File: config.mk
export PLATFORM = sky130hd
export DESIGN_NAME = btpc_cal_regs
export DESIGN_NICKNAME = d
export VERILOG_FILES = /design/src/hdl/btpc_pkg.sv /design/src/hdl/btpc_cal_regs.sv
export SDC_FILE = /design/constraint.sdc
export NUM_CORES = 1
export LEC_CHECK = 0
export ABC_AREA = 1
export BUFFER_PORTS_ARGS = -buffer_cell sky130_fd_sc_hd__buf_2
export CORE_UTILIZATION = 55
export CTS_CLUSTER_SIZE = 10
export DETAILED_ROUTE_END_ITERATION = 7
export GPL_ROUTABILITY_DRIVEN = 0
export PLACE_DENSITY = 0.85
export REMOVE_ABC_BUFFERS = 1
export SYNTH_ARGS = -nofsm -noshare
export SYNTH_HDL_FRONTEND = slang
export SYNTH_SLANG_ARGS = --single-unit
File: constraint.sdc
create_clock -name i_clk -period 2.15 [get_ports i_clk]
set_input_delay 0.215 -clock i_clk [delete_from_list [all_inputs] [get_ports i_clk]]
set_output_delay 0.215 -clock i_clk [all_outputs]
set_load 0.02 [all_outputs]
File: src/hdl/btpc_pkg.sv
// Shared types, constants and helpers for the barometric compensation block.
`default_nettype none
package btpc_pkg;

    localparam int RAW_W   = 20;
    localparam int CAL_W   = 48;
    localparam int WORD_W  = 32;
    localparam int CENTI_W = 24;
    localparam int CFG_IDX_W = 2;
    localparam int DIV_STEPS = WORD_W;

    typedef enum logic [CFG_IDX_W-1:0] {
        CFG_TEMP    = 2'd0,
        CFG_PRESS_A = 2'd1,
        CFG_PRESS_B = 2'd2,
        CFG_PRESS_C = 2'd3
    } t_cfg_idx;

    // Calibration words as stored
    typedef struct packed {
        logic [15:0] t1;
        logic [15:0] t2;
        logic [15:0] t3;
        logic [15:0] p1;
        logic [15:0] p2;
        logic [15:0] p3;
        logic [15:0] p4;
        logic [15:0] p5;
        logic [15:0] p6;
        logic [15:0] p7;
        logic [15:0] p8;
        logic [15:0] p9;
    } t_cal;

    // Temperature results carried alongside the pressure work
    typedef struct packed {
        logic [WORD_W-1:0]  fine;
        logic [CENTI_W-1:0] centi;
    } t_side;

    // Hand-off from the polynomial pipeline to the divider pipeline
    typedef struct packed {
        t_side             side;
        logic [WORD_W-1:0] num;
        logic [WORD_W-1:0] den;
    } t_front;

    function automatic logic [WORD_W-1:0] f_sx16(input logic [15:0] v);
        f_sx16 = {{(WORD_W-16){v[15]}}, v};
    endfunction

    function automatic logic [WORD_W-1:0] f_asr(input logic [WORD_W-1:0] x, input int n);
        f_asr = $unsigned($signed(x) >>> n);
    endfunction

endpackage
`default_nettype wire

File: src/hdl/btpc_cal_regs.sv
// Calibration register bank written through the configuration port.
`default_nettype none
module btpc_cal_regs
    import btpc_pkg::*;
(
    input  wire logic                 i_clk,
    input  wire logic                 i_rst_n,
    input  wire logic                 i_cfg_we,
    input  wire logic [CFG_IDX_W-1:0] i_cfg_index,
    input  wire logic [CAL_W-1:0]     i_cfg_data,
    output t_cal                      o_cal
);
    logic [CAL_W-1:0] r_temp, r_pa, r_pb, r_pc;

    // Latch a write into the addressed register
    always_ff @(posedge i_clk) begin
        if (!i_rst_n) begin
            r_temp <= '0;
            r_pa   <= '0;
            r_pb   <= '0;
            r_pc   <= '0;
        end else if (i_cfg_we) begin
            unique case (t_cfg_idx'(i_cfg_index))
                CFG_TEMP:    r_temp <= i_cfg_data;
                CFG_PRESS_A: r_pa   <= i_cfg_data;
                CFG_PRESS_B: r_pb   <= i_cfg_data;
                CFG_PRESS_C: r_pc   <= i_cfg_data;
                default:     r_temp <= r_temp;
            endcase
        end
    end

    // Unpack into calibration words
    always_comb begin
        o_cal.t1 = r_temp[15:0];
        o_cal.t2 = r_temp[31:16];
        o_cal.t3 = r_temp[47:32];
        o_cal.p1 = r_pa[15:0];
        o_cal.p2 = r_pa[31:16];
        o_cal.p3 = r_pa[47:32];
        o_cal.p4 = r_pb[15:0];
        o_cal.p5 = r_pb[31:16];
        o_cal.p6 = r_pb[47:32];
        o_cal.p7 = r_pc[15:0];
        o_cal.p8 = r_pc[31:16];
        o_cal.p9 = r_pc[47:32];
    end
endmodule
`default_nettype wire

==> summary.txt <==
Outcome
  – Outcome: complete, no violations

Job
  – Maxcap violations: 0

STA
  – Worst hold slack: 60.9 ps
  – Worst slew pin tran: 443 ps
  – Final hold viol count: 0
  – Slew HR: 70.5%
  – Slew Limit Fails: 0
  – Setup Skew: 0 ps
  – Setup violators final: 0
  – RSZ-0062 raised after global routing: false
  – Setup WS post-layout: 962 ps
  – Fin crit period: 1190 ps
  – Max Freq: 0.842 GHz
  – Final period util: 55.3%

Worst setup path
  – Buf/Inv on CP: 1
  – Crit path DAT: 970 ps
  – CP delay by family, top: flip-flops
  – WP data required: 1930 ps
  – Critical-path top delay cell: dfxtp_1
  – CP startpoint kind: register
  – Worst-path cell chain: buf_2
  – Critical Path Fanout Max: 2
  – WS Path Type: reg -> out
  – CP Capture Type: output port
  – Delay of the slowest critical-path stage: 370 ps

GRT
  – Gr ovfl total: 0
  – First-pass GRT wire length: 31700 µm
  – GRT Overall Usage: 26.6%
  – Initial antenna violation count: 0
  – Vias in the first global route: 6761
  – Largest net degree at the start of global routing: 97

Worst hold path
  – Hold Path Class: in -> reg

Floorplan
  – Chip width: 122 µm
  – Core Area: 14000 µm²
  – Full die area: 14900 µm²
  – I/O pin count: 245
  – Die height: 122 µm
  – # rows: 43
  – Initial core utilization: 56.9%

CTS
  – CTS tree: built
  – CTS Hold Bufs: 0
  – Root Driver: clkbuf_16
  – Post-CTS sizing: 0
  – TritonCTS buffer count: 17
  – Post-CTS setup buffer count: 0
  – Clk Latency, worst-skew pair: 430 ps
  – H-tree Lvls: 4
  – Sink Count: 192
  – Clk pin slew, worst setup/hold paths: 70 ps
  – Max clock buf depth: 2

Routing
  – # DRC: 0
  – Drt total wl: 19900 µm
  – TritonRoute pass-1 iters: 5
  – Post-DRT Antenna Nets: 0
  – Vias per cell: 4.70
  – Vias post-DR: 7641
  – Routed length per instance: 12.2 µm
  – DRC marker count from the first detailed-route iteration: 534

Cells and area
  – Fraction of layout cells with a size suffix above 1: 20.2%
  – N_diodes: 0
  – Area delta synth->final: 24.7%
  – Nets: 1487

Place
  – HPWL Detailed: 12600 µm
  – Worst slack, placed: 762 ps
  – Port buffer count: 244

Power and ir drop
  – Cell area power density: 835 nW/µm²
  – Internal: 6.04 mW
  – VDD IR max: 0.508 mV
  – Clock power frac: 39.9%
  – Net Sw Frac: 27.0%
  – Leak: 5.88 nW
  – Sequential power share: 46.3%
  – Gate power share: 13.8%
  – Net switching power: 2.24 mW

Synthesis
  – Syn_area_per_cell: 6.47 µm²
  – Synth Instances: 1230
  – Synth warn: 0
  – Synth cell types: 12
  – Post-synthesis sequential area ratio: 48.3%
  – Mapped Area: 7950 µm²
  – Synth Register Bits: 192
layer usage:
layer,global-route usage [%],vias to the layer above,wire length [µm]
met5,0,-,0
met4,9.98,0,352
met3,7.57,29,1580
met2,43.7,262,9460
met1,33.1,3385,8460
li1,-,3965,-
power by group through the flow:
stage               clock network (mW)  logic (mW)  registers, mW
floorplan                            0       0.418           4.14
global placement                     0        1.11           3.90
detailed placement                   0        1.14           3.91
CTS                               3.35        1.15           3.83
global route                      3.49        1.27           3.85
finish                            3.30        1.14           3.83
placed cells by master (no fill, tap or decap), types with 6 or more instances in the layout:
cell       netlist  layout
buf_2           30     242
nand2_1        336     336
buf_12           0       8
clkbuf_16        0      17
buf_4            9       6
dfxtp_1        192     192
nor2_1         336     336
nand3_1         48      48
a21oi_1         48      48
inv_1          194     194
cell usage after synthesis (all sizes together):
library cell,instances,area (µm²)
a21oi,48,240
clkbuf,28,105
buf,44,236
nand2,336,1260
inv,194,728
nand3,51,270
nor2,337,1270
dfxtp,192,3840
metrics by stage:
stage | std cells | cell area, µm² | TNS [ps] | total power [mW] | utilization, %
after floorplan | 1158 | 7610 | -11470 | 4.56 | -
after global placement | 1595 | 9290 | 0 | 5.02 | 66.4
after detailed placement | 1595 | 9290 | 0 | 5.05 | 66.4
after CTS | 1627 | 9910 | 0 | 8.33 | 70.9
after global routing | 1627 | 9910 | 0 | 8.62 | 70.9
final | 1627 | 9910 | 0 | 8.28 | 70.9
final timing paths:
path	start	end	slack [ps]	cells after the start
setup / recovery	r_pa[25]	o_cal[121]	960	1
hold / removal	i_cfg_data[5]	r_pa[5]	60	3
setup reg to reg	r_temp[44]	r_temp[44]	1370	2
hold reg to reg	r_temp[47]	r_temp[47]	480	2
kinds of logic after synthesis:
| family | count (synthesis) | synth area share, % |
|---|---|---|
| AO/OA/AOI/OAI | 48 | 3.02 |
| buffers and inverters | 266 | 13.5 |
| flip-flops | 192 | 48.3 |
| AND/OR/NAND/NOR | 724 | 35.2 |
sequential cells by signal, indices dropped and copies added (netlist names):
register / flops
r_pa: 48
r_temp: 48
r_pc: 48
r_pb: 48
final cells by class:
type,count,area (µm²)
clock buffers,20,467
clock inverters,12,155
fillers,1182,4080
inverters,194,728
multi-input cells,772,3070
flip-flops and latches,192,3840
well taps,180,225
repair buffers,257,1430
Power figures use the tool's default switching activity.
